## src/hw/rtl/amcp_pkg.sv

```systemverilog
// ----------------------------------------------------------------------------
// amcp_pkg
// Shared types and constants for the ASCII move command parser: request codes,
// character codes, parse phases and the result queue entry.
// ----------------------------------------------------------------------------
`timescale 1ns / 1ps

package amcp_pkg;

    // Output field widths
    localparam int COORD_W = 24;
    localparam int TOTAL_W = 6;

    // Result queue geometry
    localparam int QDEPTH = 4;
    localparam int Q_AW   = 2;
    localparam int Q_CW   = 3;

    // Request codes
    localparam logic [1:0] REQ_NONE  = 2'd0;
    localparam logic [1:0] REQ_HOME  = 2'd1;
    localparam logic [1:0] REQ_RESET = 2'd2;
    localparam logic [1:0] REQ_MOVE  = 2'd3;

    // Result kinds
    localparam logic KIND_SEGMENT = 1'b0;
    localparam logic KIND_SUMMARY = 1'b1;

    // Character codes
    localparam logic [7:0] CHAR_H     = 8'h48;
    localparam logic [7:0] CHAR_R     = 8'h52;
    localparam logic [7:0] CHAR_M     = 8'h4D;
    localparam logic [7:0] CHAR_SPACE = 8'h20;
    localparam logic [7:0] CHAR_0     = 8'h30;
    localparam logic [7:0] CHAR_9     = 8'h39;

    // Coordinate slot holding the third number of a triple
    localparam logic [1:0] COORD_LAST = 2'd2;

    // Parse phase, one-hot
    typedef enum logic [2:0] {
        PH_FIRST = 3'b001,
        PH_MOVE  = 3'b010,
        PH_STOP  = 3'b100
    } phase_t;

    // One queued result transaction
    typedef struct packed {
        logic               kind;
        logic [1:0]         req;
        logic [COORD_W-1:0] x;
        logic [COORD_W-1:0] y;
        logic [COORD_W-1:0] z;
        logic [TOTAL_W-1:0] total;
    } qent_t;

endpackage

```

## src/hw/rtl/ascii_move_command_parser_core.sv

```systemverilog
// ----------------------------------------------------------------------------
// ascii_move_command_parser_core
// Byte-wide command parser: selects a request from the first byte and, for a
// move, turns triples of decimal numbers into segment results, closing each
// command with a summary result.
// ----------------------------------------------------------------------------
// Throughput: one byte per cycle while in_ready is high; results are queued.
// A byte that yields a segment and the summary places two results in the
// four-entry result queue, which drains one result per cycle while out_ready
// is high; in_ready drops while fewer than two queue slots are free.
// Reset: rst_n clears parse state and queue pointers at once; queue payload
// is not cleared.
`timescale 1ns / 1ps

module ascii_move_command_parser_core
    import amcp_pkg::*;
#(
    parameter int MAX_SEGMENTS = 32,
    parameter int VALUE_BITS   = 24
)
(
    input  logic               clk,
    input  logic               rst_n,
    input  logic               in_valid,
    output logic               in_ready,
    input  logic [7:0]         byte_value,
    input  logic               last_byte,
    output logic               out_valid,
    input  logic               out_ready,
    output logic               item_kind,
    output logic [1:0]         request_kind,
    output logic [COORD_W-1:0] coord_x,
    output logic [COORD_W-1:0] coord_y,
    output logic [COORD_W-1:0] coord_z,
    output logic [TOTAL_W-1:0] segment_total,
    output logic               end_of_run
);

    localparam int SEG_W  = $clog2(MAX_SEGMENTS + 1);
    localparam int PROD_W = VALUE_BITS + 4;

    typedef logic [VALUE_BITS-1:0] acc_arr_t [3];

    // Narrow a coordinate to its port width
    function automatic logic [COORD_W-1:0] to_coord(input logic [VALUE_BITS-1:0] v);
        logic [31:0] w;
        w = 32'(v);
        return w[COORD_W-1:0];
    endfunction

    // Narrow the segment count to its port width
    function automatic logic [TOTAL_W-1:0] to_total(input logic [SEG_W-1:0] v);
        logic [15:0] w;
        w = 16'(v);
        return w[TOTAL_W-1:0];
    endfunction

    // Parse state
    phase_t         phase_reg, phase_next;
    logic [1:0]     req_reg, req_next;
    logic [1:0]     ci_reg, ci_next;
    logic           innum_reg, innum_next;
    acc_arr_t       acc_reg, acc_next;
    logic [SEG_W-1:0] seg_reg, seg_next;

    // Results of the current byte
    logic           emit_seg, emit_sum;
    acc_arr_t       seg_vals;
    logic [1:0]     sum_req;
    logic [SEG_W-1:0] sum_total;

    // Result queue
    qent_t          q_mem [QDEPTH];
    logic [Q_AW-1:0] wr_ptr_reg, rd_ptr_reg;
    logic [Q_CW-1:0] q_count_reg;
    qent_t          seg_entry, sum_entry, first_entry, head;
    logic           in_fire, out_fire;
    logic [Q_CW-1:0] push_cnt;

    assign in_fire  = in_valid && in_ready;
    assign out_fire = out_valid && out_ready;
    assign in_ready = (q_count_reg <= Q_CW'(QDEPTH - 2));

    // Work out next parse state and results for the presented byte
    always_comb
    begin : next_state_comb
        logic [1:0]        ci;
        logic              digit;
        logic              cont;
        logic [3:0]        dval;
        logic [7:0]        doff;
        logic [PROD_W-1:0] ext;
        logic [PROD_W-1:0] prod;
        logic [VALUE_BITS-1:0] sat_val;

        phase_next = phase_reg;
        req_next   = req_reg;
        ci_next    = ci_reg;
        innum_next = innum_reg;
        acc_next   = acc_reg;
        seg_next   = seg_reg;
        emit_seg   = 1'b0;
        emit_sum   = 1'b0;
        seg_vals   = '{default: '0};
        sum_req    = REQ_NONE;
        sum_total  = '0;
        cont       = 1'b1;

        // Clamp the coordinate slot and form the times-ten accumulation
        ci    = (ci_reg == 2'd3) ? COORD_LAST : ci_reg;
        digit = byte_value inside {[CHAR_0:CHAR_9]};
        doff  = byte_value - CHAR_0;
        dval  = doff[3:0];
        ext   = PROD_W'(acc_reg[ci]);
        prod  = (ext << 3) + (ext << 1) + PROD_W'(dval);
        if (prod[PROD_W-1:VALUE_BITS] != '0)
            sat_val = '1;
        else
            sat_val = prod[VALUE_BITS-1:0];

        case (phase_reg)
            PH_FIRST:
            begin
                case (byte_value)
                    CHAR_H:  req_next = REQ_HOME;
                    CHAR_R:  req_next = REQ_RESET;
                    CHAR_M:  req_next = REQ_MOVE;
                    default: req_next = REQ_NONE;
                endcase
                phase_next = (req_next == REQ_MOVE) ? PH_MOVE : PH_STOP;
                ci_next    = 2'd0;
                innum_next = 1'b0;
                acc_next   = '{default: '0};
                seg_next   = '0;
            end
            PH_MOVE:
            begin
                // Extend or close the number in progress
                if (innum_reg)
                begin
                    if (digit)
                    begin
                        acc_next[ci] = sat_val;
                        cont         = 1'b0;
                    end
                    else
                    begin
                        innum_next = 1'b0;
                        if (ci == COORD_LAST)
                        begin
                            emit_seg = 1'b1;
                            seg_vals = acc_reg;
                            seg_next = seg_reg + 1'b1;
                            ci_next  = 2'd0;
                            acc_next = '{default: '0};
                            if (seg_next >= SEG_W'(MAX_SEGMENTS))
                            begin
                                phase_next = PH_STOP;
                                cont       = 1'b0;
                            end
                            ci = 2'd0;
                        end
                        else
                        begin
                            ci      = ci + 2'd1;
                            ci_next = ci;
                        end
                    end
                end
                // Skip separators, open a number or stop on anything else
                if (cont)
                begin
                    if (byte_value == CHAR_SPACE)
                    begin
                        cont = 1'b0;
                    end
                    else if (digit)
                    begin
                        innum_next   = 1'b1;
                        acc_next[ci] = VALUE_BITS'(dval);
                    end
                    else
                    begin
                        phase_next = PH_STOP;
                    end
                end
            end
            default:
            begin
                cont = 1'b0;
            end
        endcase

        // Close the command: flush a finished triple, then the summary
        if (last_byte)
        begin
            if (phase_next == PH_MOVE && innum_next && ci_next == COORD_LAST)
            begin
                emit_seg = 1'b1;
                seg_vals = acc_next;
                seg_next = seg_next + 1'b1;
            end
            emit_sum   = 1'b1;
            sum_req    = req_next;
            sum_total  = seg_next;
            phase_next = PH_FIRST;
            req_next   = REQ_NONE;
            ci_next    = 2'd0;
            innum_next = 1'b0;
            acc_next   = '{default: '0};
            seg_next   = '0;
        end
    end

    // Advance parse state on each accepted transaction
    always_ff @(posedge clk or negedge rst_n)
    begin
        if (!rst_n)
        begin
            phase_reg <= PH_FIRST;
            req_reg   <= REQ_NONE;
            ci_reg    <= 2'd0;
            innum_reg <= 1'b0;
            acc_reg   <= '{default: '0};
            seg_reg   <= '0;
        end
        else if (in_fire)
        begin
            phase_reg <= phase_next;
            req_reg   <= req_next;
            ci_reg    <= ci_next;
            innum_reg <= innum_next;
            acc_reg   <= acc_next;
            seg_reg   <= seg_next;
        end
    end

    // Build queue entries
    always_comb
    begin
        seg_entry.kind  = KIND_SEGMENT;
        seg_entry.req   = REQ_MOVE;
        seg_entry.x     = to_coord(seg_vals[0]);
        seg_entry.y     = to_coord(seg_vals[1]);
        seg_entry.z     = to_coord(seg_vals[2]);
        seg_entry.total = '0;

        sum_entry.kind  = KIND_SUMMARY;
        sum_entry.req   = sum_req;
        sum_entry.x     = '0;
        sum_entry.y     = '0;
        sum_entry.z     = '0;
        sum_entry.total = to_total(sum_total);

        first_entry = emit_seg ? seg_entry : sum_entry;
        push_cnt    = in_fire ? (Q_CW'(emit_seg) + Q_CW'(emit_sum)) : '0;
    end

    // Write results into the queue
    always_ff @(posedge clk)
    begin
        if (in_fire && (emit_seg || emit_sum))
            q_mem[wr_ptr_reg] <= first_entry;
        if (in_fire && emit_seg && emit_sum)
            q_mem[Q_AW'(wr_ptr_reg + 1'b1)] <= sum_entry;
    end

    // Track queue pointers and fill level
    always_ff @(posedge clk or negedge rst_n)
    begin
        if (!rst_n)
        begin
            wr_ptr_reg  <= '0;
            rd_ptr_reg  <= '0;
            q_count_reg <= '0;
        end
        else
        begin
            wr_ptr_reg  <= Q_AW'(Q_CW'(wr_ptr_reg) + push_cnt);
            rd_ptr_reg  <= rd_ptr_reg + Q_AW'(out_fire);
            q_count_reg <= q_count_reg + push_cnt - Q_CW'(out_fire);
        end
    end

    // Present the queue head
    assign head          = q_mem[rd_ptr_reg];
    assign out_valid     = (q_count_reg != '0);
    assign item_kind     = head.kind;
    assign request_kind  = head.req;
    assign coord_x       = head.x;
    assign coord_y       = head.y;
    assign coord_z       = head.z;
    assign segment_total = head.total;
    assign end_of_run    = (head.kind == KIND_SUMMARY);

`ifndef SYNTHESIS
    // Queue never overfills
    assert property (@(posedge clk) disable iff (!rst_n)
        q_count_reg <= Q_CW'(QDEPTH))
        else $error("result queue overfilled");

    // Segment count stays within the limit
    assert property (@(posedge clk) disable iff (!rst_n)
        seg_reg <= SEG_W'(MAX_SEGMENTS))
        else $error("segment count beyond limit");

    // Coordinate slot never reaches the unused code
    assert property (@(posedge clk) disable iff (!rst_n)
        ci_reg != 2'd3)
        else $error("coordinate slot out of range");

    // Last byte returns the parser to its reset state
    assert property (@(posedge clk) disable iff (!rst_n)
        (in_fire && last_byte) |=> (phase_reg == PH_FIRST && seg_reg == '0 && !innum_reg))
        else $error("parser not cleared after last byte");
`endif

endmodule
```

## config.mk

```make
export PLATFORM = sky130hd
export DESIGN_NAME = ascii_move_command_parser_core
export DESIGN_NICKNAME = d
export VERILOG_FILES = /design/src/hw/rtl/amcp_pkg.sv /design/src/hw/rtl/ascii_move_command_parser_core.sv
export SDC_FILE = /design/constraint.sdc
export NUM_CORES = 1
export LEC_CHECK = 0
export BUFFER_PORTS_ARGS = -buffer_cell sky130_fd_sc_hd__buf_2
export CAP_MARGIN = 20
export CORE_MARGIN = 5
export CORE_UTILIZATION = 37
export CTS_CLUSTER_SIZE = 40
export DETAILED_ROUTE_END_ITERATION = 16
export HOLD_SLACK_MARGIN = 0.12
export PLACE_DENSITY = 0.62
export SYNTH_ARGS = -nofsm -noshare
export SYNTH_HDL_FRONTEND = slang
export SYNTH_SLANG_ARGS = --single-unit
```

## constraint.sdc

```tcl
create_clock -name clk -period 5.7 [get_ports clk]
set_clock_uncertainty 0.05 [all_clocks]
set_input_delay 0.855 -clock clk [delete_from_list [all_inputs] [get_ports clk]]
set_output_delay 0.855 -clock clk [all_outputs]
set_load 0.03 [all_outputs]
```

==> results.toml <==
[outcome]
status = "complete, no violations"

[yosys]
yosysWarnings = 0
synth_flop_cell = "dfxtp_1"
ys_types = 83
ys_seq_area_share_pct = 44.56
synth_area_per_cell_um2 = 10.14
async_flop_share_pct = 22.30
ys_ff_latch = 417
synth-edff-count = 32
syn_area_mm2 = 0.02050
syn_nets = 2081
synthCells = 2022

[floorplanning]
die_h_um = 245.4
start_util_pct = 37.28
core-area_mm2 = 0.05499
placementRows = 86
die_x_um = 245.4
dieArea_mm2 = 0.06021
pin_count = 97

[route]
drtAntennaViolNets = 0
initialDrtViolationCount = 1944
drt_pre_antenna_iters = 6
drc = 0
wl_um = 68260
post_drt_wl_per_cell_um = 24.13
vias_per_cell = 6.142
vias = 17375

[cells_and_area]
syn_to_final_growth_pct = 13.54
antenna_cells = 0
filler_cell_count = 5203
drive_above_1_share_pct = 17.20
nets = 2103
regArea_mm2 = 0.009144
multiInputGateArea_mm2 = 0.01057
largest_reg_flops = 324

[global_routing]
gr-total-overflow = 0
grt_pass1_vias = 17070
grt_busiest_layer = "met2"
antenna_found_initial = 2
grt_max_degree = 61
grt_pass1_wl_um = 105400
track_usage_pct = 21.96
gr-usage-met3_pct = 3.511
grtUsageMet1_pct = 30.13
gr-usage-met2_pct = 36.17

[worst_setup_path]
worst-path-max-fanout = 34
crit_required_ns = 6.11
critical_path.startpoint = "ci_reg[0]"
cp-start-kind = "flip-flop"
arrival_ns = 5.53
crit_end = "acc_reg[51]"
critPathKind = "flip-flop to flip-flop"
rr_startpoint = "ci_reg[0]"
end_kind = "flip-flop"
rr_worst_depth = 17
reg2reg_slack_ns = 0.59
r2r-end = "acc_reg[51]"

[clock_tree]
cts_sinks = 417
post_cts_buffers = 0
ctsResizeCount = 0
cts_tree = "built"
clock_latency_ns = 0.59
cts-root-buf = "clkbuf_16"
clk_pin_slew_worst_paths_ns = 0.06
clockBufferDepth = 3
htree_levels = 2
cts-buffers-inserted = 45
postCtsHoldBufs = 0

[run]
cap_violations = 0

[power_and_ir_drop]
p_total_uw = 8550
leakagePower_uw = 0.009234
p_per_area_mw_per_mm2 = 367.3
ir_drop_mv = 0.2537

[place]
port_buffers = 96
gp_congestion = 0.9911
dp_hpwl_um = 45880

[min_path]
hold_class = "primary input to asynchronous set/reset pin"

[sta]
fin_setup_tns_ns = 0
fin_crit_ns = 5.114
hold_slack_ns = 0.2656
min_period_over_period_pct = 89.72
fmax_ghz = 0.1955
maxSlewViolCount = 0
hold_violations = 0
relSlewSlack_pct = 22.14
rsz0062_at_grt = "no"
worst_pin_slew_ns = 1.158
finalSetupViolCount = 0
-- worst max-delay path: stages, from the launching register on --
cell	delay, ns
dfrtp_1	0.37
buf_12	0.25
mux2i_1	0.34
o21ai_0	0.20
ha_1	0.35
ha_1	0.17
inv_1	0.07
fa_1	0.45
nand2b_1	0.18
a21oi_1	0.22
o2111ai_1	0.18
nand3_1	0.22
nand4_1	0.16
o211a_1	0.33
buf_4	0.29
nor3b_2	0.63
a2111oi_0	0.23
a211o_1	0.26
-- routing by layer --
metal | up-vias | part of all wire [%]
met5 | - | 0.038
met4 | 4 | 2.6
met3 | 110 | 7.1
met2 | 754 | 48
met1 | 8755 | 42
li1 | 7752 | -
-- stage by stage --
stage               cells  cell area [um2]  utilization (%)  worst slack (ns)
finish               2829            23270            42.33            0.5860
CTS                  2829            23270            42.33            0.6372
detailed placement   2745            21730            39.51            0.6636
global placement     2744            21720            39.50            0.7515
floorplan            2022            20500                -            0.5958
global route         2829            23270            42.33            0.3653
-- cell usage after synthesis (8+ instances only) --
library cell,count,share of area (%)
or3_1,11,0.34
o211ai_1,10,0.37
and2_1,10,0.31
ha_1,43,2.6
o21ai_0,141,3.4
clkbuf_1,104,1.9
nor2_1,118,2.2
nor3_1,39,0.95
a32oi_1,47,2.0
and3_1,8,0.24
edfxtp_1,32,4.7
o31ai_1,26,0.95
a22oi_1,10,0.37
mux2i_1,27,1.3
a31oi_1,10,0.31
nand2_1,204,3.7
dfxtp_1,292,29
a21o_1,26,0.95
nand2b_1,12,0.37
nand3_1,27,0.66
a32o_1,13,0.63
buf_2,41,1.0
o21ai_1,20,0.49
a22o_1,231,9.9
a21oi_1,103,2.5
buf_1,23,0.42
nand4_1,18,0.55
inv_1,27,0.49
xor2_1,26,1.1
xnor2_1,15,0.64
dfrtp_1,92,11
mux4_2,81,8.9
-- cell type report --
| class | instances | area share, % |
|---|---|---|
| Sequential cell | 417 | 39.29 |
| Clock inverter | 26 | 1.215 |
| Clock buffer | 58 | 5.440 |
| Tap cell | 748 | 4.021 |
| Inverter | 28 | 0.4516 |
| Multi-Input combinational cell | 1399 | 45.40 |
| Timing Repair Buffer | 153 | 4.182 |
-- layout by cell type, fill, tap and decap left out, drive strengths merged, types with 58 or more instances in the layout --
cell and instances:
mux4 81, o21ai 162, a21oi 108, clkbuf 58
buf 153, nor2 120, dfxtp 292, dfrtp 92
a22o 231, nand2 204
-- cells by family (layout without fill, tap and decap cells) --
group	count (synthesis)	after routing	share of synthesized area (%)
compound gates	716	716	25.33
simple gates	488	488	11.04
xor+xnor	41	41	1.752
fa+ha+maj	46	46	2.918
flops	417	417	44.56
buf+inv	206	265	4.181
mux	108	108	10.22
-- worst min-delay path by stage --
stage	from	to	slack, ns	cells after the start
detailed placement	q_mem[3][80]	q_mem[3][80]	0.39	2
global route	rst_n	ci_reg[1]	0.30	1
CTS	rst_n	acc_reg[29]	0.26	1
finish	rst_n	ci_reg[1]	0.27	1
global placement	q_mem[3][80]	q_mem[3][80]	0.38	2
floorplan	q_mem[2][80]	q_mem[2][80]	0.37	2
-- report_power, final --
part	internal, uW	switching [uW]	total, uW
clock network	1810	1240	3050
registers	3060	351	3410
logic	732	1360	2090
total	5600	2950	8550
No activity file was read; power rests on OpenSTA's default activity.
